$ cat src/ptsr_pkg.sv
`timescale 1ns / 1ps
// Shared types and codes for the pinned-handle table.
// No dependencies; the top level and the sequencer import this package.
package ptsr_pkg;

	// field widths fixed by the interface
	localparam int MODE_W   = 2;
	localparam int HANDLE_W = 64;
	localparam int SLOT_W   = 11;
	localparam int STATUS_W = 3;
	localparam int COUNT_W  = 12;
	localparam int ENTRY_W  = 64;

	// parameter defaults
	localparam int CAPACITY_DEF     = 2048;
	localparam int HANDLE_WIDTH_DEF = 64;

	// mode codes
	localparam logic [MODE_W-1:0] MODE_PIN   = 2'd0;
	localparam logic [MODE_W-1:0] MODE_UNPIN = 2'd1;
	localparam logic [MODE_W-1:0] MODE_CLEAR = 2'd2;
	localparam logic [MODE_W-1:0] MODE_READ  = 2'd3;

	// status codes
	localparam logic [STATUS_W-1:0] ST_DONE    = 3'd0;
	localparam logic [STATUS_W-1:0] ST_ZERO    = 3'd1;
	localparam logic [STATUS_W-1:0] ST_FULL    = 3'd2;
	localparam logic [STATUS_W-1:0] ST_MISSING = 3'd3;
	localparam logic [STATUS_W-1:0] ST_RANGE   = 3'd4;

	typedef struct packed {
		logic [MODE_W-1:0]   mode;
		logic [HANDLE_W-1:0] handle;
		logic [SLOT_W-1:0]   slot;
	} req_t;

	typedef struct packed {
		logic [STATUS_W-1:0] status;
		logic [COUNT_W-1:0]  count;
		logic [ENTRY_W-1:0]  entry;
	} rsp_t;

endpackage

$ cat src/ptsr_ctrl.sv
`timescale 1ns / 1ps
// Sequencer: decodes a request, drives the entry store, keeps the fill count
// and builds the response. Depends on ptsr_pkg.
module ptsr_ctrl #(
	parameter int CAPACITY     = 2048,
	parameter int HANDLE_WIDTH = 64,
	parameter int AW           = 11,
	parameter int FW           = 12
) (
	input  logic                    clk,
	input  logic                    arst_n,
	input  logic                    in_valid,
	output logic                    in_ready,
	input  ptsr_pkg::req_t          req,
	output logic                    res_valid,
	input  logic                    res_take,
	output ptsr_pkg::rsp_t          res,
	output logic                    mem_we,
	output logic [AW-1:0]           mem_wr_addr,
	output logic [HANDLE_WIDTH-1:0] mem_wr_data,
	output logic [AW-1:0]           mem_rd_addr,
	input  logic [HANDLE_WIDTH-1:0] mem_rd_data
);
	import ptsr_pkg::*;

	localparam int CMPW = (FW > SLOT_W) ? FW : SLOT_W;

	typedef enum logic [2:0] {
		S_IDLE,
		S_SCAN,
		S_LAST,
		S_RD,
		S_RESP
	} state_t;

	state_t                  state_q;
	logic [FW-1:0]           fill_q;
	logic [FW-1:0]           idx_q;
	logic [HANDLE_WIDTH-1:0] h_q;
	logic [STATUS_W-1:0]     status_q;
	logic [ENTRY_W-1:0]      entry_q;

	logic [HANDLE_WIDTH-1:0] h;
	logic                    h_zero;
	logic                    full;
	logic                    slot_ok;
	logic [CMPW-1:0]         slot_ext;
	logic [FW-1:0]           idx_nxt;
	logic [FW-1:0]           fill_dec;
	logic                    hit;

	assign h        = req.handle[HANDLE_WIDTH-1:0];
	assign h_zero   = (h == '0);
	assign full     = (fill_q == FW'(CAPACITY));
	assign slot_ext = CMPW'(req.slot);
	assign slot_ok  = (slot_ext < CMPW'(fill_q));
	assign idx_nxt  = idx_q + FW'(1);
	assign fill_dec = fill_q - FW'(1);
	assign hit      = (mem_rd_data == h_q);

	assign in_ready  = (state_q == S_IDLE);
	assign res_valid = (state_q == S_RESP);
	assign res       = '{status: status_q, count: COUNT_W'(fill_q), entry: entry_q};

	// store port control
	always_comb begin
		mem_we      = 1'b0;
		mem_wr_addr = fill_q[AW-1:0];
		mem_wr_data = h;
		mem_rd_addr = '0;
		unique case (state_q)
			S_IDLE: begin
				mem_we = in_valid && (req.mode == MODE_PIN) && !h_zero && !full;
				if (req.mode == MODE_READ) begin
					mem_rd_addr = slot_ext[AW-1:0];
				end
			end
			S_SCAN: begin
				// on a hit fetch the last entry, else keep streaming
				mem_rd_addr = hit ? fill_dec[AW-1:0] : idx_nxt[AW-1:0];
			end
			S_LAST: begin
				mem_we      = 1'b1;
				mem_wr_addr = idx_q[AW-1:0];
				mem_wr_data = mem_rd_data;
			end
			S_RD, S_RESP: begin
			end
			default: begin
			end
		endcase
	end

	always_ff @(posedge clk or negedge arst_n) begin
		if (!arst_n) begin
			state_q  <= S_IDLE;
			fill_q   <= '0;
			idx_q    <= '0;
			h_q      <= '0;
			status_q <= ST_DONE;
			entry_q  <= '0;
		end else begin
			unique case (state_q)
				S_IDLE: begin
					if (in_valid) begin
						entry_q  <= '0;
						status_q <= ST_DONE;
						state_q  <= S_RESP;
						unique case (req.mode)
							MODE_PIN: begin
								if (h_zero) begin
									status_q <= ST_ZERO;
								end else if (full) begin
									status_q <= ST_FULL;
								end else begin
									fill_q <= fill_q + FW'(1);
								end
							end
							MODE_UNPIN: begin
								h_q   <= h;
								idx_q <= '0;
								if (h_zero) begin
									status_q <= ST_ZERO;
								end else if (fill_q == '0) begin
									status_q <= ST_MISSING;
								end else begin
									state_q <= S_SCAN;
								end
							end
							MODE_CLEAR: begin
								fill_q <= '0;
							end
							MODE_READ: begin
								if (slot_ok) begin
									state_q <= S_RD;
								end else begin
									status_q <= ST_RANGE;
								end
							end
							default: begin
							end
						endcase
					end
				end
				S_SCAN: begin
					// read data belongs to idx_q
					if (hit) begin
						state_q <= S_LAST;
					end else if (idx_nxt == fill_q) begin
						status_q <= ST_MISSING;
						state_q  <= S_RESP;
					end else begin
						idx_q <= idx_nxt;
					end
				end
				S_LAST: begin
					fill_q  <= fill_dec;
					state_q <= S_RESP;
				end
				S_RD: begin
					entry_q <= ENTRY_W'(mem_rd_data);
					state_q <= S_RESP;
				end
				S_RESP: begin
					if (res_take) begin
						state_q <= S_IDLE;
					end
				end
				default: begin
					state_q <= S_IDLE;
				end
			endcase
		end
	end

	a_fill_bound: assert property (@(posedge clk) disable iff (!arst_n)
		fill_q <= FW'(CAPACITY))
		else $error("fill count beyond capacity");

	a_fill_moves: assert property (@(posedge clk) disable iff (!arst_n)
		(fill_q != $past(fill_q)) |-> ($past(state_q) == S_IDLE || $past(state_q) == S_LAST))
		else $error("fill count changed outside decode or swap");

	a_scan_range: assert property (@(posedge clk) disable iff (!arst_n)
		(state_q == S_SCAN || state_q == S_LAST) |-> (idx_q < fill_q))
		else $error("scan index beyond fill count");

	a_entry_done: assert property (@(posedge clk) disable iff (!arst_n)
		(res_valid && entry_q != '0) |-> (status_q == ST_DONE))
		else $error("entry returned with failing status");

	a_write_when: assert property (@(posedge clk) disable iff (!arst_n)
		mem_we |-> (state_q == S_LAST || (state_q == S_IDLE && !full)))
		else $error("store written at wrong time");

endmodule
$ cat config.mk
export PLATFORM = sky130hd
export DESIGN_NAME = ptsr_ctrl
export DESIGN_NICKNAME = d
export VERILOG_FILES = /design/src/ptsr_pkg.sv /design/src/ptsr_ctrl.sv
export SDC_FILE = /design/constraint.sdc
export NUM_CORES = 1
export LEC_CHECK = 0
export ABC_CLOCK_PERIOD_IN_PS = 3300
export BUFFER_PORTS_ARGS = -buffer_cell sky130_fd_sc_hd__buf_2
export CORE_UTILIZATION = 50
export CTS_BUF_LIST = sky130_fd_sc_hd__clkbuf_8
export DETAILED_ROUTE_END_ITERATION = 8
export PLACE_DENSITY = 0.79
export SYNTH_ARGS = -nofsm -noshare
export SYNTH_HDL_FRONTEND = slang
export SYNTH_SLANG_ARGS = --single-unit
$ cat constraint.sdc
create_clock -name clk -period 3.3 [get_ports clk]
set_clock_uncertainty 0.1 [all_clocks]
set_input_delay 0.33 -clock clk [delete_from_list [all_inputs] [get_ports clk]]
set_output_delay 0.33 -clock clk [all_outputs]
set_load 0.1 [all_outputs]
After elaboration in Yosys (flattened, before gate mapping)
Index checks and enable logic that the tools add are counted.

operators by class
  add/sub/neg operators = 3
  magnitude comparators = 1
  equality and inequality tests = 20
  mux-type cells = 37
  reductions and logical operators = 19

operators with widths
  kind                                                 count
  2-to-1 mux 64 bit                                    2
  case mux 64 bit (2 select lines)                     1
  2-to-1 mux 12 bit                                    7
  case mux 12 bit (2 select lines)                     3
  == test 64 bit                                       1
  zero test 64 bit                                     1
  2-to-1 mux 11 bit                                    3
  2-to-1 mux 3 bit                                     11
  adder 12 x 1 -> 12 bit (second input constant)       2
  case mux 11 bit (2 select lines)                     1
  == test 12 bit                                       1
  == test 12 bit (second input constant)               1
  zero test 12 bit                                     1
  less-than comparator 11 x 12 -> 1 bit                1
  case mux 3 bit (2 select lines)                      2
  case mux 3 bit (4 select lines)                      1
  subtractor 12 x 1 -> 12 bit (second input constant)  1
  AND reduction 5 bit                                  2
  != test 3 bit (second input constant)                3
  case mux 3 bit (3 select lines)                      1
  2-to-1 mux 2 bit                                     4
  != test 2 bit (second input constant)                4
  == test 3 x 2 -> 1 bit (second input constant)       2
  AND reduction 3 bit                                  2
  15 further kinds                                     22

word-level totals
  bits in registers = 158
  input port bits = 145

Longest topological paths before layout
Gate-level depths: netlist of the first run.

  word-level depth = 6
  depth in mapped cells = 11
  gate-level depth less buffers = 10

Worst setup path after synthesis of the first run
Ideal clock, no wire load.

  path type = reg-to-output
  start = register state_q[1]
  end = output port mem_rd_addr[0]
  arrival = 4.298 ns
  data required time = 2.870 ns
  slack = -1.428 ns
  stages on the path, launching flop included = 6
  buffers on the path = 2
  cells stage by stage = dfrtp_1 -> buf_2 -> nor3_1 -> and3_1 -> clkbuf_1 -> a22o_1

between the ends
  cells in the longest elaborated chain, start to end = 2
  elaborated cells between the ends (all ways) = 3
  those cells by class = eq/ne (1); mux (1); reduce/logical (1)

ends and longest elaborated chain
  item                              line              source
  start: declaration                ptsr_ctrl.sv:36   state_t state_q;
  start signal: assignment          ptsr_ctrl.sv:96   state_q <= S_IDLE;
  start signal: assignment          ptsr_ctrl.sv:108  state_q <= S_RESP;
  start signal: assignment          ptsr_ctrl.sv:127  state_q <= S_SCAN;
  zero test 3 bit                   --
  via in_ready                      ptsr_ctrl.sv:13   output logic in_ready,
  case mux 11 bit (2 select lines)  ptsr_ctrl.sv:71   unique case (state_q)
  end: declaration                  ptsr_ctrl.sv:21   output logic [AW-1:0] mem_rd_addr,

The timed path passes the listed nets, and every way through them passes these cells.

Final worst setup path of the first run
  start = input port mem_rd_data[60]
  end = output port mem_rd_addr[5]

between the ends
  cells in the longest elaborated chain, start to end = 3

ends and longest elaborated chain
  item                              line             source
  start: declaration                ptsr_ctrl.sv:22  input logic [HANDLE_WIDTH-1:0] mem_rd_data
  == test 64 bit                    ptsr_ctrl.sv:59  assign hit = (mem_rd_data == h_q);
  2-to-1 mux 11 bit                 ptsr_ctrl.sv:80  mem_rd_addr = hit ? fill_dec[AW-1:0] : idx_nxt[AW-1:0];
  case mux 11 bit (2 select lines)  ptsr_ctrl.sv:71

Every way passes these cells.

==> qor.json, run 1 <==
{
  "critical_path": {
    "critical_path_class": "in2out",
    "timing.critical_path.mode_cell": "sky130_fd_sc_hd__nor4_4",
    "max_stage_delay_ns": 0.57,
    "critical_path.slowest_cell": "sky130_fd_sc_hd__dlygate4sd3_1",
    "crit_arrival_ns": 2.84,
    "top_family_by_delay_on_critical_path": "buffers and inverters",
    "cp_cell_sequence": "dlygate4sd3_1, buf_2, xor2_1, nor4_4, nand4_1, nor4_4, buf_4, buf_6, nand2_2, o31a_1, a22o_1, buf_12",
    "cp_data_required_time_ns": 2.87,
    "worstSetupEndpointType": "primary output",
    "worstPathMaxFanout": 6,
    "crit_path_start_kind": "input port",
    "timing.critical_path.buf_inv": 5
  },
  "drt": {
    "drt_pass1_iterations": 7,
    "detailedRoute.firstIterationViolations": 951,
    "drcViolationCount": 0,
    "routed_wl_um": 37200,
    "vias_per_cell": 5.85,
    "drt.antenna.violating_nets": 0,
    "vias_post_dr": 10900,
    "route.detailed.wl_per_inst_um": 20.0
  },
  "yosys": {
    "synthesis.nets": 1409,
    "synth_top_area_share_pct": 41.5,
    "synth-seq-cells": 158,
    "synth_xor_area_share_pct": 8.60,
    "post_synthesis_adder_cell_area_fraction_pct": 1.84,
    "yosys.cell_types.count": 70,
    "synth_top_family_by_area": "simple AND/OR/NAND/NOR gates",
    "synth-compound-area-share_pct": 8.81,
    "synth_top_cell_by_area": "sky130_fd_sc_hd__dfrtp_1",
    "synthArstFlopShare_pct": 100,
    "syn-cell-area_mm2": 0.00953,
    "synth_area_leaders": "sky130_fd_sc_hd__dfrtp_1 41%, sky130_fd_sc_hd__nand2_1 22%, sky130_fd_sc_hd__xor2_1 6.3%, sky130_fd_sc_hd__nand3_1 4.2%, sky130_fd_sc_hd__nor4_1 2.5%",
    "ys_dominant_reg_cell": "sky130_fd_sc_hd__dfrtp_1",
    "synth_sequential_area_ratio_pct": 41.5,
    "synth_mux_area_share_pct": 0.538,
    "yosys.area_share.simple_pct": 34.3,
    "per_instance_average_area_after_synthesis_um2": 7.62,
    "synthesis.instances": 1250,
    "synthesis.yosys.warnings": 0,
    "synth_enable_flop_cells": 0
  },
  "clock_tree": {
    "max_h_tree_level": 4,
    "clock_insertion_delay_worst_skew_ns": 0.48,
    "cts_tree": "built",
    "cts_made_buffers": 17,
    "clk_pin_slew_worst_paths_ns": 0.09,
    "cts-root-to-sink-buffers": 2,
    "cts_num_sinks": 158,
    "clockRootBuffer": "sky130_fd_sc_hd__clkbuf_8"
  },
  "floorplan": {
    "core-area_mm2": 0.0187,
    "fp-row-count": 50,
    "dieArea_mm2": 0.0196,
    "chipHeight_um": 140,
    "fp.dieW_um": 140,
    "pin_count": 313,
    "initial_core_util_pct": 50.9
  },
  "global_routing": {
    "grtUsageTotal_pct": 38.5,
    "grt_overflow_total": 0,
    "grt_antenna_before_repair": 1,
    "grt_max_degree": 66,
    "first_global_vias": 10500,
    "grt_pass1_wl_um": 57700
  },
  "power_and_ir_drop": {
    "cellLeakagePower_nw": 6.97,
    "vdd_drop_max_mv": 0.612,
    "totalPowerFinal_w": 0.00945,
    "pwr_per_cell_area_mw_per_mm2": 726
  },
  "timing": {
    "report.final.setup_viol": 0,
    "setup_repair_after_global_routing_missed_its_margin": "yes",
    "whs_ns": 0.0143,
    "period_share_pct": 99.1,
    "final-max-slew-violation-count": 0,
    "min_period_ns": 3.27,
    "timing.final.hold_violations": 0,
    "worst_slew_margin_rel_pct": 40.5,
    "top_achievable_clock_speed_ghz": 0.306,
    "max_slew.worst_pin.slew_ns": 0.890
  },
  "finish": {
    "fin_cells": 1857,
    "fin_nets": 1768,
    "drive_above_1_share_pct": 26.8,
    "layout.filler_cells": 1468,
    "finish.utilization_pct": 69.6,
    "area_growth_syn_to_layout_pct": 36.7,
    "ff_latch_area_mm2": 0.00396,
    "multi_input_comb_area_mm2": 0.00538
  },
  "placement": {
    "final_gp_congestion": 0.958,
    "io_buffers": 312,
    "hpwlAfterDp_um": 25500,
    "placedCellCount": 1744
  },
  "run": {
    "drv_cap": 0
  },
  "min_path": {
    "timing.hold.worst.class": "in2reg"
  },
  "status": {
    "outcome": "completed"
  }
}
==> cell usage in the layout (no fill, tap or decap), types with 16 or more instances in the layout <==
| master | n |
|---|---|
| sky130_fd_sc_hd__buf_12 | 17 |
| sky130_fd_sc_hd__xor2_1 | 63 |
| sky130_fd_sc_hd__buf_4 | 28 |
| sky130_fd_sc_hd__nor4_1 | 25 |
| sky130_fd_sc_hd__o21ai_1 | 16 |
| sky130_fd_sc_hd__inv_1 | 19 |
| sky130_fd_sc_hd__dfrtp_1 | 156 |
| sky130_fd_sc_hd__o21ai_0 | 28 |
| sky130_fd_sc_hd__dlygate4sd3_1 | 74 |
| sky130_fd_sc_hd__nor2_1 | 23 |
| sky130_fd_sc_hd__nand3_1 | 79 |
| sky130_fd_sc_hd__buf_2 | 296 |
| sky130_fd_sc_hd__nand2_1 | 546 |
| sky130_fd_sc_hd__clkbuf_8 | 17 |
| sky130_fd_sc_hd__xnor2_1 | 21 |
==> final timing paths <==
path | from | endpoint | slack [ns] | cells past startpoint
setup / recovery | mem_rd_data[60] | mem_rd_addr[5] | 0.03 | 12
hold / removal | req[23] | h_q[12] | 0.01 | 3
setup reg to reg | h_q[10] | idx_q[6] | 0.44 | 11
hold reg to reg | entry_q[63] | entry_q[63] | 0.40 | 2
max in group asynchronous | arst_n | h_q[43] | 1.88 | 3
min in group asynchronous | arst_n | entry_q[10] | 0.29 | 2
==> worst reg2reg max path, stage by stage (launching register included) <==
cell,delay (ns)
sky130_fd_sc_hd__dfrtp_1,0.39
sky130_fd_sc_hd__xor2_1,0.42
sky130_fd_sc_hd__nor4_1,0.13
sky130_fd_sc_hd__nand4_1,0.16
sky130_fd_sc_hd__nor4_4,0.06
sky130_fd_sc_hd__buf_4,0.15
sky130_fd_sc_hd__buf_6,0.14
sky130_fd_sc_hd__buf_4,0.14
sky130_fd_sc_hd__nor2b_2,0.37
sky130_fd_sc_hd__nand2_4,0.21
sky130_fd_sc_hd__or4_1,0.43
sky130_fd_sc_hd__o21ai_1,0.08
==> cell families after synthesis <==
logic type      count (synthesis)
buf+inv                       101
flops                         158
fa+ha+maj                      14
simple gates                  754
compound gates                126
xor+xnor                       92
mux                             5
==> synth_stat cells (6+ instances only) <==
cell                         n
sky130_fd_sc_hd__nor4_1     38
sky130_fd_sc_hd__o31ai_1     6
sky130_fd_sc_hd__nor2_1     25
sky130_fd_sc_hd__xnor2_1    22
sky130_fd_sc_hd__buf_1      17
sky130_fd_sc_hd__dfrtp_1   158
sky130_fd_sc_hd__a22o_1     11
sky130_fd_sc_hd__a21oi_1    14
sky130_fd_sc_hd__o21ai_0    39
sky130_fd_sc_hd__buf_2       9
sky130_fd_sc_hd__xor2_1     69
sky130_fd_sc_hd__nand3_1    80
sky130_fd_sc_hd__and3_1     10
sky130_fd_sc_hd__nand4_1    13
sky130_fd_sc_hd__a31oi_1     7
sky130_fd_sc_hd__o22ai_1     8
sky130_fd_sc_hd__nor3_1      9
sky130_fd_sc_hd__inv_1      20
sky130_fd_sc_hd__clkbuf_1   48
sky130_fd_sc_hd__ha_1       14
sky130_fd_sc_hd__nand2_1   550
==> through the flow <==
stage | TNS [ns] | instance area [um2] | setup slack, ns
2_1_floorplan | 0 | 9550 | 0.0193
3_3_place_gp | 0 | 11500 | 0.168
3_5_place_dp | 0 | 11500 | 0.183
4_1_cts | -0.00880 | 12900 | -0.00880
5_1_grt | -0.643 | 13000 | -0.0779
6_report | 0 | 13000 | 0.0301
==> metal layers <==
layer | global-route usage, % | up-vias | wire (um)
met5 | 0 | - | 0
met4 | 20.4 | 0 | 1710
met3 | 9.16 | 147 | 3550
met2 | 59.1 | 740 | 17000
met1 | 50.5 | 5109 | 15000
li1 | - | 4859 | -
==> area by class of cell <==
class | count | share of cell area (%)
Clock inverter | 15 | 1.92
Antenna cell | 1 | 0.0192
Clock buffer | 17 | 1.80
Multi-Input combinational cell | 991 | 41.3
Inverter | 21 | 0.605
Timing Repair Buffer | 420 | 21.7
Sequential cell | 158 | 30.4
Tap cell | 234 | 2.25
==> report_power, final <==
group,switching (W),internal [W],total [W]
registers,0.000398,0.00241,0.00281
clock network,0.000861,0.000933,0.00179
logic,0.00357,0.00128,0.00485
total,0.00483,0.00462,0.00945
==> repair_timing <==
item,in CTS,in global routing
hold buffers,76,0
endpoints found under the hold margin,131,0
setup buffers,3,2
pin swaps,10,17
setup endpoints to repair,11,14
gates resized for setup,17,22
cloned,2,0
==> registers in the layout (all words and copies together), names as in the netlist <==
register,flops
entry_q,64
fill_q,12
h_q,64
idx_q,12
state_q,3
status_q,3
Note: power is estimated with default switching activity, not from simulation.
==> run 2: changes to the inputs <==
==> config.mk (replaced) <==
export PLATFORM = sky130hd
export DESIGN_NAME = ptsr_ctrl
export DESIGN_NICKNAME = d
export VERILOG_FILES = /design/src/ptsr_pkg.sv /design/src/ptsr_ctrl.sv
export SDC_FILE = /design/constraint.sdc
export NUM_CORES = 1
export LEC_CHECK = 0
export ABC_CLOCK_PERIOD_IN_PS = 2950
export CORE_UTILIZATION = 50
export CTS_BUF_LIST = sky130_fd_sc_hd__clkbuf_8
export DETAILED_ROUTE_END_ITERATION = 8
export DONT_BUFFER_PORTS = 1
export PLACE_DENSITY = 0.68
export SYNTH_ARGS = -nofsm -noshare
export SYNTH_HDL_FRONTEND = slang
export SYNTH_SLANG_ARGS = --single-unit
==> constraint.sdc (replaced) <==
create_clock -name clk -period 2.95 [get_ports clk]
set_clock_uncertainty 0.1 [all_clocks]
set_input_delay 0.295 -clock clk [delete_from_list [all_inputs] [get_ports clk]]
set_output_delay 0.295 -clock clk [all_outputs]
set_load 0.1 [all_outputs]
==> run 2 against run 1 <==
  * The run now ends with negative hold slack, negative setup slack left
  * Wire length down 5.0%
  * Via count down 7.9%
  * Utilization down 2.3 points
  * Non-clock buffer count down 163
==> qor.json, run 2 (synthesis gave the netlist of run 1 again) <==
{
  "drt": {
    "routed_wl_um": 35300,
    "drt_pass1_iterations": 5,
    "vias_post_dr": 9995,
    "detailedRoute.firstIterationViolations": 993,
    "vias_per_cell": 5.90,
    "drcViolationCount": 0,
    "route.detailed.wl_per_inst_um": 20.9,
    "drt.antenna.violating_nets": 0
  },
  "global_routing": {
    "grt_overflow_total": 0,
    "grt_antenna_before_repair": 1,
    "grt_max_degree": 159,
    "first_global_vias": 9600,
    "grtUsageTotal_pct": 35.9,
    "grt_pass1_wl_um": 54000
  },
  "timing": {
    "whs_ns": -0.578,
    "max_slew.worst_pin.slew_ns": 1.03,
    "final.setup.worst_slack_ns": -0.222,
    "top_achievable_clock_speed_ghz": 0.315,
    "worst_slew_margin_rel_pct": 31.5,
    "setup_repair_after_global_routing_missed_its_margin": "yes",
    "timing.final.hold_violations": 158,
    "final-max-slew-violation-count": 0,
    "period_share_pct": 108,
    "report.final.setup_viol": 11,
    "min_period_ns": 3.17
  },
  "placement": {
    "final_gp_congestion": 0.938,
    "io_buffers": 0,
    "hpwlAfterDp_um": 24000,
    "dp_slack_ns": -0.0114
  },
  "floorplan": {
    "pin_count": 313,
    "fp.dieW_um": 140,
    "fp-row-count": 50,
    "dieArea_mm2": 0.0196,
    "chipHeight_um": 140,
    "core-area_mm2": 0.0187,
    "initial_core_util_pct": 50.9
  },
  "critical_path": {
    "timing.critical_path.buf_inv": 2,
    "crit_arrival_ns": 2.78,
    "worstPathMaxFanout": 23,
    "cp_data_required_time_ns": 2.56,
    "critical_path.slowest_cell": "sky130_fd_sc_hd__dfrtp_1",
    "critical_path_class": "reg2out",
    "max_stage_delay_ns": 0.42,
    "top_family_by_delay_on_critical_path": "simple AND/OR/NAND/NOR gates",
    "cp_cell_sequence": "xor2_1, nor4_2, nand4_1, nor4_4, buf_12, mux2i_2, a22o_2, buf_12",
    "crit_path_start_kind": "flop",
    "worstSetupEndpointType": "primary output",
    "timing.critical_path.mode_cell": "sky130_fd_sc_hd__buf_12"
  },
  "finish": {
    "mostFrequentLayoutCells": "547 x sky130_fd_sc_hd__nand2_1, 151 x sky130_fd_sc_hd__dfrtp_1, 130 x sky130_fd_sc_hd__dlygate4sd3_1, 108 x sky130_fd_sc_hd__buf_4, 80 x sky130_fd_sc_hd__nand3_1",
    "fin_nets": 1605,
    "area_growth_syn_to_layout_pct": 32.1,
    "antennaDiodeCount": 0,
    "drive_above_1_share_pct": 15.6,
    "largestRegisters": "entry_q: 64 flops, h_q: 64 flops",
    "layout.filler_cells": 1509,
    "mostFrequentLayoutCell": "sky130_fd_sc_hd__nand2_1"
  },
  "run": {
    "drv_cap": 0
  },
  "clock_tree": {
    "max_h_tree_level": 4,
    "cts_made_buffers": 17,
    "cts_tree": "built",
    "holdBufCountCts": 130,
    "post_cts_setup_buffer_count": 0,
    "clk_pin_slew_worst_paths_ns": 0.10,
    "cts-root-to-sink-buffers": 2,
    "cts_num_sinks": 158,
    "clockRootBuffer": "sky130_fd_sc_hd__clkbuf_8",
    "clock_insertion_delay_worst_skew_ns": 0.46
  },
  "min_path": {
    "timing.hold.worst.class": "in2async"
  },
  "power_and_ir_drop": {
    "cellLeakagePower_nw": 6.25,
    "pwr_per_cell_area_mw_per_mm2": 802,
    "vdd_drop_max_mv": 0.526
  },
  "status": {
    "outcome": "finished with violations",
    "failed_checks": "negative hold slack, negative setup slack"
  }
}
## run 2: changes by cell type in the layout (fill, tap and decap cells not counted), sizes merged
cell	previous run	this run
bufinv	5	2
clkinv	3	6
diode	1	0
buf	344	127
dlymetal6s4s	2	0
dlygate4sd3	74	130
## run 2: final cells by class
class | count | area [um2] | share of cell area, %
multi-input combinational | 991 | 5350 | 42.5
clock buffer | 17 | 234 | 1.86
timing repair buffer | 257 | 2500 | 19.9
tap | 234 | 293 | 2.33
sequential | 158 | 3960 | 31.5
clock inverter | 15 | 178 | 1.41
inverter | 21 | 78.8 | 0.626
## run 2: final timing paths
path                         start               to  slack (ns)  cells after the start
setup reg to reg           h_q[50]         idx_q[6]        0.18                      9
max in group asynchronous   arst_n        fill_q[0]        2.98                      0
hold reg to reg            h_q[28]          h_q[28]        0.40                      2
min in group clk           req[75]      status_q[0]        0.04                      3
hold / removal              arst_n      entry_q[10]       -0.58                      0
setup / recovery           h_q[60]  mem_rd_addr[10]       -0.22                      8
## run 2: where the power goes
part | internal, W | switching (W) | total (W) | leakage, nW
registers | 0.00269 | 0.000847 | 0.00354 | 2.08
logic | 0.00149 | 0.00336 | 0.00485 | 3.95
clock network | 0.000783 | 0.000923 | 0.00171 | 0.214
total | 0.00496 | 0.00513 | 0.0101 | 6.25
## run 2: timing repair
action / 4_1_cts / 5_1_grt
pin swaps: 2 / 3
endpoints found under the setup margin: 11 / 26
hold endpoints to repair: 290 / 158
resized for setup: 7 / 9
## run 2: per-stage QoR
step | total power, W | utilization (%) | cells | instance area (um2) | setup TNS [ns]
floorplan | 0.00693 | - | 1250 | 9600 | -0.238
global placement | 0.00806 | 57.7 | 1531 | 10800 | 0
detailed placement | 0.00813 | 57.7 | 1531 | 10800 | -0.0114
CTS | 0.0100 | 67.1 | 1693 | 12500 | -1.86
global route | 0.0106 | 67.3 | 1693 | 12600 | -2.98
finish | 0.0101 | 67.3 | 1693 | 12600 | -1.77
## run 2: layer usage
layer	part of all wire (%)	GRT usage (%)	wire length [um]	vias up
li1	-	-	-	4524
met1	42	48.6	14700	4697
met2	46	56.3	16100	661
met3	9.8	8.41	3450	113
met4	3.0	13.1	1060	0
met5	0	0	0	-
